**config.mk**
```make
export PLATFORM = sky130hd
export DESIGN_NAME = load_resistance_measure_average
export DESIGN_NICKNAME = d
export VERILOG_FILES = /design/src/hw/rtl/lrma_pkg.sv /design/src/hw/rtl/load_resistance_measure_average.sv
export SDC_FILE = /design/constraint.sdc
export NUM_CORES = 1
export LEC_CHECK = 0
export BUFFER_PORTS_ARGS = -buffer_cell sky130_fd_sc_hd__buf_2
export CAP_MARGIN = 10
export CORE_MARGIN = 1
export CORE_UTILIZATION = 50
export DETAILED_ROUTE_END_ITERATION = 12
export PLACE_DENSITY_LB_ADDON = 0.25
export SLEW_MARGIN = 20
export SYNTH_ARGS = -nofsm -noshare
export SYNTH_HDL_FRONTEND = slang
export SYNTH_SLANG_ARGS = --single-unit
```
**constraint.sdc**
```tcl
create_clock -name clk_i -period 13.6 [get_ports clk_i]
set_clock_uncertainty 0.1 [all_clocks]
set_input_delay 1.36 -clock clk_i [delete_from_list [all_inputs] [get_ports clk_i]]
set_output_delay 1.36 -clock clk_i [all_outputs]
set_load 0.05 [all_outputs]
```
**src/hw/rtl/lrma_pkg.sv**
```systemverilog
// ----------------------------------------------------------------------------
// lrma_pkg: shared constants for the load resistance measurement block
// Widths, limits and reset values used by the measurement datapath.
// ----------------------------------------------------------------------------
package lrma_pkg;

  localparam int unsigned AdcW     = 12;
  localparam int unsigned ScaleW   = 10;
  localparam int unsigned LoadW    = 8;
  localparam int unsigned IdxW     = 3;
  localparam int unsigned ProdW    = AdcW + ScaleW;
  localparam int unsigned InDataW  = 16;
  localparam int unsigned OutDataW = 24;

  localparam logic [AdcW-1:0]   AdcFullScale = 12'd4095;
  localparam logic [LoadW-1:0]  LoadMax      = 8'd255;
  localparam logic [LoadW-1:0]  AverageReset = 8'd30;
  localparam logic [ScaleW-1:0] ScaleReset   = 10'd510;
  localparam logic [IdxW-1:0]   RunLength    = 3'd6;
  localparam logic [IdxW-1:0]   FirstKept    = 3'd2;

endpackage

```
**src/hw/rtl/load_resistance_measure_average.sv**
```systemverilog
// ----------------------------------------------------------------------------
// load_resistance_measure_average: load resistance sampling with averaging
// Per tick: detect-edge run control, load = scale*adc/(4095-adc) saturated
// at 255 via a serial restoring divider, and the average of samples 2..5.
// ----------------------------------------------------------------------------
// Sequence: a measuring tick steps through accept, multiply, saturation check,
//   8 divider steps and finish; a saturating ratio leaves the divider state
//   without dividing, and a tick that takes no measurement goes from accept
//   straight to finish.
// Flow: tready stays low until the finish step, so the block takes no new tick
//   until it is through with the last; the serial divider (one quotient bit per
//   cycle) sets the longest path. A waiting result does not block the next
//   input beat; it only holds the finish step until the output frees.
// Reset: rst_ni async, active low; clears control state, scale to 510,
//   average to 30. No clearing pass; the kept-sample file has no reset.
// ----------------------------------------------------------------------------
module load_resistance_measure_average
  import lrma_pkg::*;
(
  input  logic                clk_i,
  input  logic                rst_ni,
  // config: scale_resistance
  input  logic                cfg_valid_i,
  output logic                cfg_ready_o,
  input  logic [ScaleW-1:0]   cfg_data_i,
  // input tick stream
  input  logic                s_axis_tvalid,
  output logic                s_axis_tready,
  // [0] detect_level, [1] pwm_active, [2] mic_active, [14:3] adc_sample
  input  logic [InDataW-1:0]  s_axis_tdata,
  // result stream
  output logic                m_axis_tvalid,
  input  logic                m_axis_tready,
  // [0] measuring, [8:1] sample_load, [9] zero_load, [17:10] average_load
  output logic [OutDataW-1:0] m_axis_tdata,
  output logic                m_axis_tlast   // done_res
);

  typedef enum logic [2:0] {
    ST_IDLE,
    ST_MUL,
    ST_CMP,
    ST_DIV,
    ST_FIN
  } state_e;

  state_e            state_q;
  logic [ScaleW-1:0] scale_q;

  // tick control state
  logic              prev_detect_q;
  logic              run_q;
  logic [IdxW-1:0]   idx_q;
  logic              zero_q;
  logic [LoadW-1:0]  avg_q;
  logic [LoadW-1:0]  kept_q [4];

  // divider datapath
  logic [AdcW-1:0]   adc_q;
  logic [AdcW-1:0]   div_q;      // 4095 - adc
  logic [ProdW-1:0]  prod_q;
  logic              sat_q;
  logic [AdcW-1:0]   rem_q;
  logic [LoadW-1:0]  quo_q;
  logic [2:0]        bit_q;      // current product bit fed into remainder

  // output register
  logic              out_valid_q;
  logic [OutDataW-1:0] out_data_q;
  logic              out_last_q;

  // input field views
  logic            in_detect, in_pwm, in_mic;
  logic [AdcW-1:0] in_adc;
  assign in_detect = s_axis_tdata[0];
  assign in_pwm    = s_axis_tdata[1];
  assign in_mic    = s_axis_tdata[2];
  assign in_adc    = s_axis_tdata[14:3];

  assign cfg_ready_o   = 1'b1;
  assign s_axis_tready = (state_q == ST_IDLE);
  assign m_axis_tvalid = out_valid_q;
  assign m_axis_tdata  = out_data_q;
  assign m_axis_tlast  = out_last_q;

  // run control seen on the accepted beat
  logic track, restart;
  assign track   = in_pwm && !in_mic;
  assign restart = track && (prev_detect_q != in_detect);

  // one restoring divider step; the low product bits shift in one per step
  logic [LoadW-1:0] prod_lo;
  logic [AdcW:0]    trial;
  logic             trial_ge;
  assign prod_lo  = prod_q[LoadW-1:0];
  assign trial    = {rem_q, prod_lo[bit_q]};
  assign trial_ge = (trial >= {1'b0, div_q});

  // finish-step values
  logic [LoadW-1:0] load;
  logic [IdxW-1:0]  idx_inc;
  logic             keep, finish_run;
  logic [LoadW+1:0] sum;
  logic             out_free;
  logic             fin_fire;

  always_comb begin
    load       = sat_q ? LoadMax : quo_q;
    idx_inc    = idx_q + 3'd1;
    keep       = (idx_q >= FirstKept) && (idx_q < RunLength);
    finish_run = (idx_inc >= RunLength);
    // the sample that closes the run lands in the last slot
    sum        = {2'b00, kept_q[0]} + {2'b00, kept_q[1]} +
                 {2'b00, kept_q[2]} + {2'b00, load};
    out_free   = !out_valid_q || m_axis_tready;
    fin_fire   = (state_q == ST_FIN) && out_free;
  end

  always_ff @(posedge clk_i or negedge rst_ni) begin
    if (!rst_ni) begin
      state_q       <= ST_IDLE;
      scale_q       <= ScaleReset;
      prev_detect_q <= 1'b0;
      run_q         <= 1'b0;
      idx_q         <= '0;
      zero_q        <= 1'b0;
      avg_q         <= AverageReset;
      out_valid_q   <= 1'b0;
      out_last_q    <= 1'b0;
      out_data_q    <= '0;
      bit_q         <= '0;
      adc_q         <= '0;
      div_q         <= '0;
      prod_q        <= '0;
      sat_q         <= 1'b0;
      rem_q         <= '0;
      quo_q         <= '0;
    end else begin
      if (cfg_valid_i) begin
        scale_q <= cfg_data_i;
      end
      // a finishing tick reloads the output register in the same cycle
      if (out_valid_q && m_axis_tready && !fin_fire) begin
        out_valid_q <= 1'b0;
      end

      unique case (state_q)
        ST_IDLE: begin
          if (s_axis_tvalid) begin
            adc_q <= in_adc;
            div_q <= AdcFullScale - in_adc;
            if (track) begin
              prev_detect_q <= in_detect;
            end
            if (restart) begin
              run_q <= 1'b1;
              idx_q <= '0;
            end
            state_q <= (restart || run_q) ? ST_MUL : ST_FIN;
          end
        end
        ST_MUL: begin
          prod_q  <= ProdW'({12'd0, scale_q} * {10'd0, adc_q});
          state_q <= ST_CMP;
        end
        ST_CMP: begin
          // quotient > 255 iff prod/256 >= divisor; full scale has divisor 0
          sat_q   <= (adc_q == AdcFullScale) ||
                     (prod_q[ProdW-1:LoadW] >= {2'b00, div_q});
          rem_q   <= prod_q[AdcW+LoadW-1:LoadW];
          quo_q   <= '0;
          bit_q   <= 3'd7;
          state_q <= ST_DIV;
        end
        ST_DIV: begin
          if (sat_q) begin
            state_q <= ST_FIN;
          end else begin
            rem_q <= trial_ge ? AdcW'(trial - {1'b0, div_q}) : trial[AdcW-1:0];
            quo_q <= {quo_q[LoadW-2:0], trial_ge};
            bit_q <= bit_q - 3'd1;
            if (bit_q == 3'd0) begin
              state_q <= ST_FIN;
            end
          end
        end
        ST_FIN: begin
          if (out_free) begin
            out_valid_q <= 1'b1;
            state_q     <= ST_IDLE;
            if (run_q) begin
              zero_q <= (load == '0);
              if (keep) begin
                kept_q[2'(idx_q - FirstKept)] <= load;
              end
              idx_q <= idx_inc;
              if (finish_run) begin
                avg_q      <= sum[LoadW+1:2];
                run_q      <= 1'b0;
                out_last_q <= 1'b1;
                out_data_q <= {6'd0, sum[LoadW+1:2], (load == '0), load, 1'b1};
              end else begin
                out_last_q <= 1'b0;
                out_data_q <= {6'd0, avg_q, (load == '0), load, 1'b1};
              end
            end else begin
              out_last_q <= 1'b0;
              out_data_q <= {6'd0, avg_q, zero_q, 8'd0, 1'b0};
            end
          end
        end
        default: state_q <= ST_IDLE;
      endcase
    end
  end

`ifndef SYNTHESIS
  // a completed run is always a measuring beat
  a_done_measures: assert property (@(posedge clk_i) disable iff (!rst_ni)
    m_axis_tvalid && m_axis_tlast |-> m_axis_tdata[0])
    else $error("done without measurement");

  // no load value reported on a non-measuring tick
  a_idle_load_zero: assert property (@(posedge clk_i) disable iff (!rst_ni)
    m_axis_tvalid && !m_axis_tdata[0] |-> m_axis_tdata[8:1] == 8'd0)
    else $error("load reported while not measuring");

  // an active run never sits at or past its end index
  a_run_index: assert property (@(posedge clk_i) disable iff (!rst_ni)
    run_q |-> idx_q < RunLength)
    else $error("run index out of range");
`endif

endmodule

```
* Yosys cells after proc, flatten, opt, wreduce, memory -nomap -nowiden *
Memory sizes are Yosys's and may differ from the RTL's.
Index checks and enable logic that the tools add are counted.

cells by class
  equal/unequal tests = 12
  multiply operators = 1
  muxes and demuxes = 39
  $add $sub $neg = 8
  order comparisons = 6
  reductions and logical operators = 27

operator list
  operator                                      number
  2-to-1 mux 3 bit                              10
  2-to-1 mux 12 bit                             2
  2-to-1 mux 24 bit                             1
  case mux 12 bit (2 select lines)              1
  multiplier 10 x 12 -> 22 bit                  1
  2-to-1 mux 18 bit                             1
  2-to-1 mux 1 bit                              16
  2-to-1 mux 8 bit                              2
  case mux 8 bit (2 select lines)               1
  case mux 3 bit (5 select lines)               1
  >= comparator 14 x 12 -> 1 bit                1
  >= comparator 13 x 12 -> 1 bit                1
  equality test 12 bit, second input constant   1
  case mux 3 bit (2 select lines)               2
  subtractor 12 bit                             1
  subtractor 12 bit, first input constant       1
  adder 10 x 8 -> 10 bit                        1
  adder 9 x 8 -> 10 bit                         1
  adder 8 x 8 -> 9 bit                          1
  AND reduction 3 bit                           3
  logical NOT 8 bit                             1
  inequality test 2 bit, second input constant  4
  AND reduction 4 bit                           2
  logical AND 1 bit                             7
  21 further kinds                              30

word-level totals
  word-level logic and storage cells = 111
  bits in writable memories = 32
  output and inout port bits = 28
  flip-flop bits (word level) = 123
  memories kept = 1

memory list
  name    depth  width  read ports  clocked after memory_dff  wr ports  RTL line                               RTL
  kept_q  4      8      3           0                         1         load_resistance_measure_average.sv:56  logic [LoadW-1:0] kept_q [4];

* Logic depth before layout (Yosys ltp) *
  depth in word-level cells = 8
  depth in mapped cells = 21
  gate-level depth less buffers = 19

* Worst setup path before layout *
Ideal clock, no wire load.

  kind = reg-to-reg
  start = reg scale_q[3]
  end = reg prod_q[21]
  path slack = 8250 ps
  setup time = 120 ps
  arrival = 5130 ps
  required time = 13380 ps
  path buffers = 1
  stages on the path, launching flop included = 21
  path through = dfstp_2 -> clkbuf_1 -> nand2_1 -> fa_1 -> inv_1 -> fa_1 -> inv_1 -> fa_1 -> inv_1 -> fa_1 -> inv_1 -> fa_1 -> inv_1 -> ha_1 -> a21o_1 -> nand3_1 -> o21ai_0 -> nor2_2 -> a2111oi_2 -> or3_1 -> a31o_1

on the way
  longest elaborated chain between the ends = 1

ends and longest elaborated chain
  what                          RTL line                                RTL
  start: declaration            load_resistance_measure_average.sv:48   logic [ScaleW-1:0] scale_q;
  start signal: assignment      load_resistance_measure_average.sv:122  scale_q <= ScaleReset;
  start signal: assignment      load_resistance_measure_average.sv:140  scale_q <= cfg_data_i;
  multiplier 10 x 12 -> 22 bit  load_resistance_measure_average.sv:163  prod_q <= ProdW'({12'd0, scale_q} * {10'd0, adc_q});
  end signal: assignment        load_resistance_measure_average.sv:163
  end: declaration              load_resistance_measure_average.sv:61   logic [ProdW-1:0] prod_q;

Every way passes these cells.
A chain may end at the register's enable or synchronous reset.

* Worst setup path after layout *
  start = reg adc_q[4]
  end = reg prod_q[20]

on the way
  longest elaborated chain between the ends = 1

ends and longest elaborated chain
  what                          RTL line                                RTL
  start: declaration            load_resistance_measure_average.sv:59   logic [AdcW-1:0] adc_q;
  start signal: assignment      load_resistance_measure_average.sv:150  adc_q <= in_adc;
  multiplier 10 x 12 -> 22 bit  load_resistance_measure_average.sv:163

Every way passes these cells.

==> results.py <==
metrics = {
    "setup_path": {
        "crit_top_cell": "fa_1",
        "cp_max_fo": 12,
        "critPathLaunchType": "flip-flop",
        "required_ns": 13.80,
        "critPathSlowestCell": "dfrtp_1",
        "critPathKind": "reg -> reg",
        "crit_buf_inv": 2,
        "worstSetupPathDepth": 16,
        "cp_cell_sequence": "and2_1 > fa_1 > fa_1 > fa_1 > fa_1 > inv_1 > fa_1 > inv_1 > ha_1 > a21o_1 > a31o_2 > or3_1 > o21bai_1 > o21ai_1 > xnor2_1 > o21ai_1",
        "cp.arrival_ns": 5.84,
        "cp-end-kind": "flip-flop",
        "rrSetupSlack_ns": 7.97,
        "r2r_cells": 16,
        "cp_top_family": "adder cells",
        "critPathMaxStageDelay_ns": 0.72,
    },
    "cts": {
        "tritoncts": "done",
        "cts_buffers": 17,
        "ctsResizeCount": 0,
        "htreeDepth": 4,
        "clock_latency_ns": 0.43,
        "cts_setup_buffers": 0,
        "cts.sinks": 141,
        "path_clk_slew_ns": 0.07,
        "cts_hold_buffers": 0,
        "cts-root-buf": "clkbuf_16",
        "ctsLongestPathBuffers": 2,
    },
    "synth": {
        "synth.avg_cell_area_um2": 9.53,
        "synthMuxAreaShare_pct": 2.51,
        "synth_xor_area_share_pct": 2.49,
        "yosysWarnings": 0,
        "yosys_register_bits": 141,
        "synth-simple-area-share_pct": 16.3,
        "synth-main-ff-cell": "dfrtp_1",
        "ys_seq_area_share_pct": 32.5,
        "synthArstFlopShare_pct": 83.0,
        "synth_edf_count": 24,
        "ys_types": 60,
        "netlist_area_um2": 11300,
        "syn_inst": 1182,
        "synth_compound_area_share_pct": 11.7,
        "synth_top_family_by_area": "adder cells",
        "synth_top_area_cell": "dfrtp_1",
        "synthAdderAreaFrac_pct": 27.3,
        "synth_area_leaders": "dfrtp_1, fa_1, ha_1",
        "yosysTopAreaCellShare_pct": 23.3,
        "synth_commonest_cells": "nand2_1, inv_1, dfrtp_1, fa_1, ha_1",
        "synth.most_common_cell": "nand2_1",
    },
    "floorplan": {
        "num_rows": 54,
        "dieArea_um2": 23100,
        "die_w_um": 152,
        "ioPinCount": 59,
        "start_util_pct": 51.3,
        "core_um2": 22000,
        "die_h_um": 152,
    },
    "placed_design": {
        "io_buffers": 50,
        "gp_congestion": 0.809,
        "dp.cells": 1457,
        "dp_hpwl_um": 17700,
    },
    "global_routing": {
        "antenna_found_initial": 0,
        "grt_max_degree": 84,
        "grt_usage_pct": 22.0,
        "grt_pass1_wl_um": 41000,
        "grt_pass1_vias": 8445,
        "grt_overflow": 0,
    },
    "detailed_routing": {
        "vias_per_cell": 5.53,
        "wl_um": 23600,
        "detail_route.wl_per_cell_um": 15.9,
        "drc": 10,
        "drtIter0Drc": 397,
        "via_count": 8228,
        "ant_nets": 0,
        "firstDrtPassIters": 9,
    },
    "cells_and_area": {
        "insertedDiodeCount": 0,
        "syn2layout_area_growth_pct": 8.92,
        "final_cells": 1489,
        "final_nets": 1416,
        "drive_gt1_share_pct": 11.2,
    },
    "timing": {
        "timing.fmax_mhz": 178,
        "rsz0062_at_grt": "no",
        "fin_crit_sh_pct": 41.4,
        "layout_min_cycle_time_ns": 5.63,
        "setup_viol": 0,
        "hold_viol": 0,
        "worst_pin_slew_ns": 0.976,
        "relSlewSlack_pct": 34.9,
        "slew_viol_final": 0,
        "fin_tns_setup_ns": 0,
    },
    "outcome": {
        "run_status": "finished with violations",
        "violations": "DRC",
    },
    "hold_path": {
        "min_path_cells": 2,
        "hold_class": "reg -> reg",
    },
    "run": {
        "maxCapViolCount": 0,
    },
}
## cell usage in the layout, fill, tap and decap left out, types with 8 or more instances in the layout
cell type    n
fa_1        95
xor2_1       9
a21oi_1     45
edfxtp_1    24
ha_1        94
mux2_2      14
a31oi_1      9
inv_1      135
nand3_1     17
a22o_1      10
o21ai_0     58
nand2_1    177
and2_1      78
buf_2       49
mux2i_1      8
nand2b_1    10
or2_2        8
nor3_1       9
a21o_1      23
a22oi_1     10
xnor2_1     23
nor2_1      54
nand4_1     10
clkbuf_16   17
dfrtp_1    105
dfstp_2     12
## metal layers
layer  vias up  global-route usage (%)  share of wire (%)
li1       3910                       -                  -
met2       144                    37.2                 49
met1      4143                    29.7                 47
met4         0                    6.71                1.5
met3        31                    2.74                2.6
met5         -                       0                  0
## cells by family (layout without fill, tap and decap cells)
family                     count (synthesis)  after routing
DFF                                      141            141
muxes                                     24             24
xor gates and xnor gates                  32             32
buffers and inverters                    199            221
other                                      2              7
and+or+nand+nor                          391            391
AOI/OAI and AO/OA                        204            204
adders and majority gates                189            189
## worst min-delay path: stages (launching register included)
cell     delay [ns]
dfrtp_1        0.34
nand2_1        0.05
nand2_1        0.05
## worst paths after layout
check                             start               to
max                            adc_q[4]       prod_q[20]
max reg2reg                    adc_q[4]       prod_q[20]
min                        m_axis_tlast     m_axis_tlast
min reg2reg                m_axis_tlast     m_axis_tlast
max in group asynchronous        rst_ni         rem_q[7]
min in group asynchronous        rst_ni  m_axis_tdata[1]
## sequential cells by signal (all words and copies together) (netlist names)
name,flops
div_q,12
adc_q,12
prev_detect_q,1
bit_q,3
m_axis_tvalid,1
idx_q,3
scale_q,10
m_axis_tlast,1
run_q,1
quo_q,8
prod_q,22
kept_q,24
state_q,3
m_axis_tdata,18
rem_q,12
zero_q,1
sat_q,1
avg_q,8
## through the flow
stage / instance area, um2 / utilization [%] / hold WS [ns] / worst slack [ns]
detailed placement: 11600 / 53.0 / 0.358 / 7.99
CTS: 12300 / 55.8 / 0.375 / 7.96
floorplan: 11300 / - / 0.334 / 8.25
global placement: 11600 / 53.0 / 0.350 / 8.03
global route: 12300 / 55.9 / 0.401 / 7.63
finish: 12300 / 55.9 / 0.371 / 7.97
## area by class of cell
cell class	instances	area, um2
fillers	1899	9690
multi-input cells	847	6830
flip-flops and latches	141	3660
inverters	135	507
clock buffers	17	425
well taps	280	350
repair buffers	54	287
clock inverters	15	199
Power is not shown: default switching activity piles up to over one toggle a cycle in this logic, so the estimate is an artifact.
